==> src/hdl/assert_macros.svh <==
// ----------------------------------------------------------------------------
// Assertion macros
// Shared concurrent assertion forms, clocked on clk and disabled in reset.
// ----------------------------------------------------------------------------
`ifndef ASSERT_MACROS_SVH
`define ASSERT_MACROS_SVH

// Same-cycle implication.
`define ASSERT_IMPL(label, ante, cons) \
	label: assert property (@(posedge clk) disable iff (!arst_n) (ante) |-> (cons)) \
		else $error("assertion failed: same-cycle implication");

// Next-cycle implication.
`define ASSERT_NEXT(label, ante, cons) \
	label: assert property (@(posedge clk) disable iff (!arst_n) (ante) |=> (cons)) \
		else $error("assertion failed: next-cycle implication");

`endif

==> src/hdl/b64e_pkg.sv <==
// ----------------------------------------------------------------------------
// b64e_pkg
// Word types, character constants and the alphabet mapping of the encoder.
// ----------------------------------------------------------------------------
`default_nettype none

package b64e_pkg;

	localparam logic [6:0] PAD_CHAR   = 7'd61;  // '='
	localparam logic [6:0] UPPER_BASE = 7'd65;  // 'A'
	localparam logic [6:0] LOWER_BASE = 7'd97;  // 'a'
	localparam logic [6:0] DIGIT_BASE = 7'd48;  // '0'
	localparam logic [6:0] PLUS_CHAR  = 7'd43;  // '+'
	localparam logic [6:0] DASH_CHAR  = 7'd45;  // '-'

	localparam logic [5:0] IDX_LOWER = 6'd26;
	localparam logic [5:0] IDX_DIGIT = 6'd52;
	localparam logic [5:0] IDX_PLUS  = 6'd62;
	localparam logic [5:0] IDX_DASH  = 6'd63;

	localparam logic [1:0] LAST_SLOT = 2'd3;
	localparam logic [1:0] FULL_CNT  = 2'd2;

	typedef struct packed {
		logic [7:0] data_byte;
		logic       end_of_message;
	} in_word_t;

	typedef struct packed {
		logic [6:0] code_char;
		logic       final_char;
	} out_word_t;

	// One assembled 24-bit group on its way to the serializer.
	typedef struct packed {
		logic [23:0] bytes;
		logic [1:0]  have;   // real bytes in the group, 1 to 3
		logic        last;
	} grp_t;

	function automatic logic [6:0] enc_char(input logic [5:0] idx);
		logic [6:0] c;
		if (idx < IDX_LOWER) begin
			c = UPPER_BASE + 7'(idx);
		end else if (idx < IDX_DIGIT) begin
			c = LOWER_BASE + 7'(idx - IDX_LOWER);
		end else if (idx < IDX_PLUS) begin
			c = DIGIT_BASE + 7'(idx - IDX_DIGIT);
		end else if (idx == IDX_PLUS) begin
			c = PLUS_CHAR;
		end else begin
			c = DASH_CHAR;
		end
		return c;
	endfunction

endpackage

`default_nettype wire

==> src/hdl/b64e_group.sv <==
// ----------------------------------------------------------------------------
// b64e_group
// Collects message bytes into 24-bit groups and registers each finished group.
// ----------------------------------------------------------------------------
`default_nettype none

module b64e_group (
	input  wire logic              clk,
	input  wire logic              arst_n,
	input  wire logic              data_valid,
	output logic                   data_stall,
	input  wire b64e_pkg::in_word_t data_word,
	output logic                   grp_valid,
	input  wire logic              grp_stall,
	output b64e_pkg::grp_t         grp_word
);

	logic [15:0]    pend_q;
	logic [1:0]     pend_cnt_q;
	logic           grp_valid_s1;
	b64e_pkg::grp_t grp_s1;

	logic        accept;
	logic        emit;
	logic [23:0] bytes;

	// A held group blocks new words only while the serializer cannot take it.
	assign data_stall = grp_valid_s1 && grp_stall;
	assign accept     = data_valid && !data_stall;
	assign emit       = data_word.end_of_message || (pend_cnt_q == b64e_pkg::FULL_CNT);

	always_comb begin
		unique case (pend_cnt_q)
			2'd0:    bytes = {data_word.data_byte, 16'h0000};
			2'd1:    bytes = {pend_q[15:8], data_word.data_byte, 8'h00};
			default: bytes = {pend_q, data_word.data_byte};
		endcase
	end

	always_ff @(posedge clk or negedge arst_n) begin
		if (!arst_n) begin
			pend_q       <= '0;
			pend_cnt_q   <= '0;
			grp_valid_s1 <= 1'b0;
		end else begin
			if (accept) begin
				if (emit) begin
					pend_q     <= '0;
					pend_cnt_q <= '0;
				end else begin
					pend_q     <= bytes[23:8];
					pend_cnt_q <= pend_cnt_q + 2'd1;
				end
			end
			// A new group may replace the one leaving in the same cycle.
			if (accept && emit) begin
				grp_valid_s1 <= 1'b1;
			end else if (!grp_stall) begin
				grp_valid_s1 <= 1'b0;
			end
		end
	end

	always_ff @(posedge clk) begin
		if (accept && emit) begin
			grp_s1.bytes <= bytes;
			grp_s1.have  <= pend_cnt_q + 2'd1;
			grp_s1.last  <= data_word.end_of_message;
		end
	end

	assign grp_valid = grp_valid_s1;
	assign grp_word  = grp_s1;

`include "assert_macros.svh"

	`ASSERT_IMPL(a_cnt_range, 1'b1, pend_cnt_q != 2'd3)
	`ASSERT_NEXT(a_emit_loads, accept && emit, grp_valid_s1 && (pend_cnt_q == 2'd0))
	`ASSERT_NEXT(a_grp_holds, grp_valid_s1 && grp_stall, grp_valid_s1 && $stable(grp_s1))

endmodule

`default_nettype wire

==> src/hdl/b64e_serial.sv <==
// ----------------------------------------------------------------------------
// b64e_serial
// Turns one group into four characters, one per cycle unless the output stalls, into an output register.
// ----------------------------------------------------------------------------
`default_nettype none

module b64e_serial (
	input  wire logic               clk,
	input  wire logic               arst_n,
	input  wire logic               grp_valid,
	output logic                    grp_stall,
	input  wire b64e_pkg::grp_t     grp_word,
	output logic                    code_valid,
	input  wire logic               code_stall,
	output b64e_pkg::out_word_t     code_word
);

	b64e_pkg::grp_t      cur_q;
	logic                busy_q;
	logic [1:0]          slot_q;
	logic                out_valid_q;
	b64e_pkg::out_word_t out_q;

	logic       adv;
	logic       grp_take;
	logic [5:0] idx;
	logic [6:0] chr;

	assign adv       = busy_q && (!out_valid_q || !code_stall);
	assign grp_take  = grp_valid && (!busy_q || (adv && (slot_q == b64e_pkg::LAST_SLOT)));
	assign grp_stall = !grp_take;

	always_comb begin
		unique case (slot_q)
			2'd0:    idx = cur_q.bytes[23:18];
			2'd1:    idx = cur_q.bytes[17:12];
			2'd2:    idx = cur_q.bytes[11:6];
			default: idx = cur_q.bytes[5:0];
		endcase
		// Slots past the real characters are padding.
		chr = (slot_q <= cur_q.have) ? b64e_pkg::enc_char(idx) : b64e_pkg::PAD_CHAR;
	end

	always_ff @(posedge clk or negedge arst_n) begin
		if (!arst_n) begin
			busy_q      <= 1'b0;
			slot_q      <= '0;
			out_valid_q <= 1'b0;
		end else begin
			if (adv) begin
				out_valid_q <= 1'b1;
			end else if (out_valid_q && !code_stall) begin
				out_valid_q <= 1'b0;
			end
			// A new group starts over at the first slot, even as the old one ends.
			if (grp_take) begin
				busy_q <= 1'b1;
				slot_q <= '0;
			end else if (adv) begin
				slot_q <= slot_q + 2'd1;
				if (slot_q == b64e_pkg::LAST_SLOT) begin
					busy_q <= 1'b0;
				end
			end
		end
	end

	always_ff @(posedge clk) begin
		if (grp_take) begin
			cur_q <= grp_word;
		end
		if (adv) begin
			out_q.code_char  <= chr;
			out_q.final_char <= cur_q.last && (slot_q == b64e_pkg::LAST_SLOT);
		end
	end

	assign code_valid = out_valid_q;
	assign code_word  = out_q;

`include "assert_macros.svh"

	`ASSERT_NEXT(a_take_starts, grp_take, busy_q && (slot_q == 2'd0))
	`ASSERT_NEXT(a_adv_fills, adv, out_valid_q)
	`ASSERT_NEXT(a_group_ends, adv && (slot_q == b64e_pkg::LAST_SLOT) && !grp_take, !busy_q)

endmodule

`default_nettype wire

==> src/hdl/base64_stream_encoder.sv <==
// Path: the byte completing a group passes the group register, then the serializer's
// group register, and its first character is then valid in the output register.
// Throughput: one character per cycle unless the output stalls; each group gives four
// characters, and the serializer takes the next group as the current one ends.
// Reset: arst_n clears the pending bytes and count and the valid flags of all stages.
// ----------------------------------------------------------------------------
// base64_stream_encoder
// Streaming Base64 encoder: bytes in, alphabet characters and padding out.
// ----------------------------------------------------------------------------
`default_nettype none

module base64_stream_encoder (
	input  wire logic                clk,
	input  wire logic                arst_n,
	input  wire logic                data_valid,
	output logic                     data_stall,
	input  wire b64e_pkg::in_word_t  data_word,
	output logic                     code_valid,
	input  wire logic                code_stall,
	output b64e_pkg::out_word_t      code_word
);

	// The byte word flows into the group collector. Up to two bytes wait there;
	// the third byte, or any byte marked as the end of the message, closes a
	// group, which is held in a one-entry group register.
	logic           grp_valid;
	logic           grp_stall;
	b64e_pkg::grp_t grp_word;

	b64e_group u_group (
		.clk        (clk),
		.arst_n     (arst_n),
		.data_valid (data_valid),
		.data_stall (data_stall),
		.data_word  (data_word),
		.grp_valid  (grp_valid),
		.grp_stall  (grp_stall),
		.grp_word   (grp_word)
	);

	// The serializer takes a group when idle or as its previous one leaves its last
	// character, cuts it into four 6-bit indices, most significant first, and
	// maps each through the alphabet. Slots past the real characters carry the
	// padding character, and the fourth character of the closing group is
	// marked as the final one of the message.
	b64e_serial u_serial (
		.clk        (clk),
		.arst_n     (arst_n),
		.grp_valid  (grp_valid),
		.grp_stall  (grp_stall),
		.grp_word   (grp_word),
		.code_valid (code_valid),
		.code_stall (code_stall),
		.code_word  (code_word)
	);

endmodule

`default_nettype wire

==> config.mk <==
export PLATFORM = sky130hd
export DESIGN_NAME = base64_stream_encoder
export DESIGN_NICKNAME = d
export VERILOG_FILES = /design/src/hdl/b64e_pkg.sv /design/src/hdl/b64e_group.sv /design/src/hdl/b64e_serial.sv /design/src/hdl/base64_stream_encoder.sv
export VERILOG_INCLUDE_DIRS = /design/src /design/src/hdl
export SDC_FILE = /design/constraint.sdc
export NUM_CORES = 1
export LEC_CHECK = 0
export BUFFER_PORTS_ARGS = -buffer_cell sky130_fd_sc_hd__buf_2
export CAP_MARGIN = 10
export CORE_UTILIZATION = 38
export CTS_CLUSTER_SIZE = 25
export DETAILED_ROUTE_END_ITERATION = 10
export PLACE_DENSITY = 0.65
export SYNTH_ARGS = -nofsm -noshare
export SYNTH_HDL_FRONTEND = slang
export SYNTH_SLANG_ARGS = --single-unit
==> constraint.sdc <==
create_clock -name clk -period 2.88 [get_ports clk]
set_input_delay 0.144 -clock clk [delete_from_list [all_inputs] [get_ports clk]]
set_output_delay 0.144 -clock clk [all_outputs]
set_load 0.02 [all_outputs]
Word level (Yosys, flattened, before mapping)
Cells that the tools add are included.

storage, ports and cells
  bits in registers = 85
  latch bits = 0
  bits in writable memories = 0
  word-level logic and storage cells = 71
  bits of input ports = 13
  ROM bits = 0
  output and inout bits = 10
  memories kept = 0

cells by class
  divide/modulo/power cells = 0
  $lt $le $gt $ge = 4
  add/sub/neg operators = 7
  bitwise logic cells = 0
  eq/ne operators = 6
  reductions and logical operators = 23
  multiplexer cells = 17
  shift-type cells = 0
  multipliers = 0

operators with widths
  cell                 number
  $pmux 24 s2          1
  $mux 7               3
  $pmux 6 s3           1
  $mux 16              1
  $lt 6x6->1 const B   2
  $logic_and 1x1->1    8
  $reduce_bool 2->1    4
  $add 6x7->7 const A  1
  $add 7x6->7 const A  1
  $add 7x7->7 const A  1
  $mux 1               7
  $sub 6x5->7 const B  1
  $sub 6x6->7 const B  1
  $eq 2x2->1 const B   3
  $eq 6x6->1 const B   1
  $lt 6x5->1 const B   1
  $mux 2               3
  $logic_not 1->1      5
  $add 2x1->2 const B  2
  $eq 2x1->1 const B   2
  $logic_not 2->1      2
  $logic_or 1x1->1     3
  $mux 3               1
  $le 2x2->1           1
  $reduce_and 2->1     1

Depth between registers and ports, before layout
  word-level depth = 12
  gate-level depth with buffers = 11
  mapped depth without buffers = 11

By module
A second synthesis with hierarchy kept.

unflattened totals
  cell total of the unflattened synthesis = 260
  area total of the unflattened synthesis = 3694.8 um2

modules (own cells, without submodules)
  module       cells each  seq. area each (um2)  area each (um2)  times used
  b64e_serial  143         1151.1                1883.1           1
  b64e_group   117         1286.2                1811.7           1

Least setup slack after synthesis
No wires, ideal clock.

  kind = register to register
  start point = reg u_serial.out_valid_q, in the netlist u_serial.code_valid
  end point = reg u_group.grp_s1 (netlist bit u_group.grp_word[0]) (enable)
  required time = 2469 ps
  period minus slack after synthesis = 2637 ps
  library setup time = 411 ps
  data arrival time = 2226 ps
  stages on the path, launching flop included = 7
  setup slack = 243 ps
  buffers on the path = 1
  cell sequence = dfrtp_1 -> nand2_1 -> nand2_1 -> nand3_1 -> nand2_1 -> clkbuf_1 -> nor2_1

on the way
  word-level cells in the longest chain between the ends = 11

RTL lines
  item                    line               RTL
  start, declared         b64e_serial.sv:21  logic out_valid_q;
  start signal, assigned  b64e_serial.sv:48  out_valid_q <= 1'b0;
  start signal, assigned  b64e_serial.sv:51  out_valid_q <= 1'b1;
  start signal, assigned  b64e_serial.sv:53  out_valid_q <= 1'b0;
  $logic_not 1->1         b64e_serial.sv:29  assign adv = busy_q && (!out_valid_q || !code_stall);
  $logic_or 1x1->1        b64e_serial.sv:29
  $logic_and 1x1->1       b64e_serial.sv:29
  $logic_and 1x1->1       b64e_serial.sv:30  assign grp_take = grp_valid && (!busy_q || (adv && (slot_q == b64e_pkg::LAST_SLOT)));
  $logic_or 1x1->1        b64e_serial.sv:30
  $logic_and 1x1->1       b64e_serial.sv:30
  $logic_not 1->1         b64e_serial.sv:31  assign grp_stall = !grp_take;
  $logic_and 1x1->1       b64e_group.sv:28   assign data_stall = grp_valid_s1 && grp_stall;
  $logic_not 1->1         b64e_group.sv:29   assign accept = data_valid && !data_stall;
  $logic_and 1x1->1       b64e_group.sv:29
  $logic_and 1x1->1       b64e_group.sv:65   if (accept && emit) begin
  end, declared           b64e_group.sv:21   b64e_pkg::grp_t grp_s1;

No other way between the ends.
A chain may end at the register's enable or synchronous reset.

Worst setup path after layout
  start point = reg u_serial.slot_q[0]
  end point = reg u_serial.out_q (netlist bit u_serial.code_word[3]), data pin

on the way
  word-level cells in the longest chain between the ends = 7
  elaborated cells on any way between the ends = 18
  those cells by class = add/sub: 5; order compare: 4; eq/ne: 3; mux: 5; reduce/logical: 1

RTL lines
  item                                       line                            RTL
  start, declared                            b64e_serial.sv:20               logic [1:0] slot_q;
  start signal, assigned                     b64e_serial.sv:60               slot_q <= slot_q + 2'd1;
  $eq 2x2->1 (tied with other cells)         b64e_serial.sv:34               unique case (slot_q)
  $pmux 6 s3                                 b64e_serial.sv:34
  $sub 6x6->7 or $eq 6x6->1 (tied branches)  b64e_pkg.sv:48, b64e_pkg.sv:49
  $add 6x7->7 or $mux 3 (tied branches)      b64e_pkg.sv:48, b64e_pkg.sv:49
  $mux 7                                     b64e_pkg.sv:47                  end else if (idx < IDX_PLUS) begin
  $mux 7                                     b64e_pkg.sv:45                  end else if (idx < IDX_DIGIT) begin
  $mux 7                                     b64e_pkg.sv:43                  if (idx < IDX_LOWER) begin
  end, declared                              b64e_serial.sv:22               b64e_pkg::out_word_t out_q;

Parallel ways exist; a longest one is shown, timed or not.

==> flow_summary_export.csv <==
group,metric,value,unit
run_status,status,"finished, final reports clean",
finish,n_antenna_cell,0,
job,maxCapViolCount,0,
sta,slew_viol_final,0,
route,via_per_inst,5.014,
logic_synthesis,synth_area_leaders,"edfxtp_1 (51%), dfrtp_1 (16%), a22o_1 (8.1%)",
route,drt_pass1_iterations,4,
critical_path,crit_type,"register to register",
power_and_ir_drop,comb_power_share,41.8,%
logic_synthesis,synth_flop_cell,"edfxtp_1",
logic_synthesis,yosysTopAreaCell,"edfxtp_1",
sta,tns,0,ns
power_and_ir_drop,power.density,1184,nW/um^2
die,coreArea,9284,um^2
critical_path,required,2.99,ns
power_and_ir_drop,p_leak,1.649,nW
place,gp_congestion,0.8430,
clocking,cts_inserted_buffers,9,
critical_path,crit_path_end_kind,"register",
sta,hold_viol_final,0,
power_and_ir_drop,p_sw,1.825,mW
sta,rsz0062_at_grt,"no",
global_routing,grt-ovfl-total,0,
logic_synthesis,syn_nets,285,
die,die-area,10040,um^2
logic_synthesis,synth_edf_count,62,
sta,tightest_slew,1.099,ns
logic_synthesis,async_flop_share,27.06,%
power_and_ir_drop,intPower,3.134,mW
finish,regArea,2437,um^2
global_routing,grt_usage,13.71,%
global_routing,antenna_found_initial,0,
logic_synthesis,synth.most_common_cell,"edfxtp_1",
logic_synthesis,synth_area_per_cell,14.15,um^2
min_path,hold_start,"code_stall",
power_and_ir_drop,pwr-share-seq,38.8,%
sta,hold_slack,0.03793,ns
logic_synthesis,synthCells,259,
clocking,tritoncts,"built",
place,dpl.hpwl,4.238,mm
clocking,insertion_delay,0.35,ns
sta,finalSetupViolCount,0,
critical_path,r2r-start,"u_serial.slot_q[0]",
route,wl_per_cell,14.30,um
place,placed_area,3938,um^2
logic_synthesis,synth_area,3666,um^2
place,port_buffers,22,
clocking,cts-root-buf,"clkbuf_8",
sta,slew-limit-headroom,26.34,%
critical_path,reg2reg_slack,0.26,ns
die,die_y,100.2,um
sta,final.min_clock_period,2.618,ns
route,drt_iter0_drc,136,
die,die_w,100.2,um
min_path,hold_end,"u_serial.code_valid",
finish,multi_input_area,1125,um^2
route,ant_nets,0,
route,wirelength,6.065,mm
critical_path,cp_max_fo,6,
logic_synthesis,yosysTopAreaCellShare,50.78,%
logic_synthesis,seq_area_frac_synth,66.48,%
min_path,min_path_type,"input pin to register",
clocking,clock_path_buffers,2,
finish,layout-drive-gt1-share,18.98,%
logic_synthesis,ys_types,40,
clocking,htree_levels,3,
critical_path,worstSetupStartpoint,"u_serial.slot_q[0]",
route,drc,0,
clocking,cts_sinks,85,
sta,fmax,0.3820,GHz
logic_synthesis,yosysWarnings,0,
die,fp-row-count,35,
finish,finalInstanceArea,4189,um^2
finish,nFillCells,868,
critical_path,start_kind,"register",
clocking,post_cts_buffers,0,
die,start_util,39.49,%
critical_path,rr_endpoint,"u_serial.code_word[3]",
logic_synthesis,synth_common_cells,"edfxtp_1 (62), a22o_1 (34), dfrtp_1 (23), nand2_1 (18), inv_1 (14)",
global_routing,grt_max_degree,30,
sta,min_period_over_period,90.90,%
power_and_ir_drop,power_frac_clock,19.4,%
route,num_vias,2126,
finish,finalNetCount,316,
min_path,whs_path_depth,3,
finish,area_delta_synth_final,14.27,%
power_and_ir_drop,peakVddDrop,526.3,uV
power_and_ir_drop,sw_frac_of_total,36.80,%
clocking,clkTransAtPathRegs,0.08,ns
critical_path,arrival,2.73,ns
sta,skew,0.01549,ns
critical_path,r2r_cells,9,
die,io_pins,23,
global_routing,grt_first_pass_wirelength,10.43,mm
global_routing,grt_pass1_vias,2076,
logic_synthesis,synth_seq_cells,85,
## worst max-delay path: stages, from the launching register on
cell and delay (ns):
dfrtp_1 0.41, inv_1 0.13, ha_1 0.30, a222oi_1 0.42, mux2_2 0.31, ha_1 0.22
nor2_1 0.07, maj3_2 0.32, a21oi_1 0.12, o21ai_1 0.08
## cell type report
type / count / share of cell area [%]
clock inverters: 6 / 2.240
multi-input cells: 149 / 26.85
flip-flops and latches: 85 / 58.18
inverters: 15 / 1.404
well taps: 129 / 3.853
clock buffers: 10 / 3.286
repair buffers: 30 / 4.182
## cells in the final DEF, fill, tap and decap left out, drive strengths merged
cell,n
edfxtp,62
a22o,34
buf,28
dfrtp,23
nand2,18
inv,17
ha,13
nor2,13
and2,11
o21ai,11
clkbuf,10
a21oi,10
a222oi,5
mux2i,4
nand2b,3
nand3,3
a22oi,3
mux2,3
nor2b,2
xnor2,2
a32oi,2
bufinv,2
dlygate4sd3,2
nor3,2
clkinv,2
and2b,1
o21a,1
o311ai,1
o2bb2ai,1
a311oi,1
o31ai,1
maj3,1
a21boi,1
o22ai,1
a32o,1
## power groups by stage
stage	Combinational [mW]	Clock (mW)	Sequential (mW)
3_5_place_dp	2.05	0	1.95
3_3_place_gp	2.03	0	1.94
4_1_cts	2.07	0.982	1.93
6_report	2.07	0.963	1.92
2_1_floorplan	1.52	0	2.00
5_1_grt	2.33	1.02	1.96
## metal layers
metal,vias to the layer above,GRT usage [%],share of wire (%)
met3,11,3.343,2.9
met4,0,7.246,2.2
met5,-,0,0
li1,1042,-,-
met1,1028,18.06,48
met2,45,21.02,47
## state kept, by name, indices dropped and copies added (netlist names)
| name | flops |
|---|---|
| u_group.grp_valid | 1 |
| u_group.grp_word | 27 |
| u_group.pend_cnt_q | 2 |
| u_group.pend_q | 16 |
| u_serial.busy_q | 1 |
| u_serial.code_valid | 1 |
| u_serial.code_word | 8 |
| u_serial.cur_q | 27 |
| u_serial.slot_q | 2 |
## through the flow
stage,worst slack [ns],total power [mW],utilization (%),instances
2_1_floorplan,0.2427,3.523,-,259
3_3_place_gp,0.3800,3.973,42.41,406
3_5_place_dp,0.2787,4.001,42.41,406
4_1_cts,0.2708,4.975,45.12,424
5_1_grt,0.08771,5.305,45.12,424
6_report,0.2621,4.959,45.12,424
## cells by family after synthesis
logic type	Yosys count	synth area share (%)
compound gates	73	15.73
xor+xnor	2	0.4779
fa+ha+maj	14	4.744
buf+inv	25	2.901
flops	85	66.48
mux	7	2.218
simple gates	53	7.440
## worst max path at each step
stage                                 end  cells after the start
floorplan             u_group.grp_word[0]                      6
global placement    u_serial.code_word[3]                     11
detailed placement  u_serial.code_word[3]                      9
CTS                 u_serial.code_word[3]                      9
global route        u_serial.code_word[3]                      9
finish              u_serial.code_word[3]                      9
## what timing repair did
item,CTS,global route
hold buffers,2,0
resized for setup,0,0
endpoints found under the hold margin,24,0
endpoints found under the setup margin,0,0
Power figures use the tool's default switching activity.
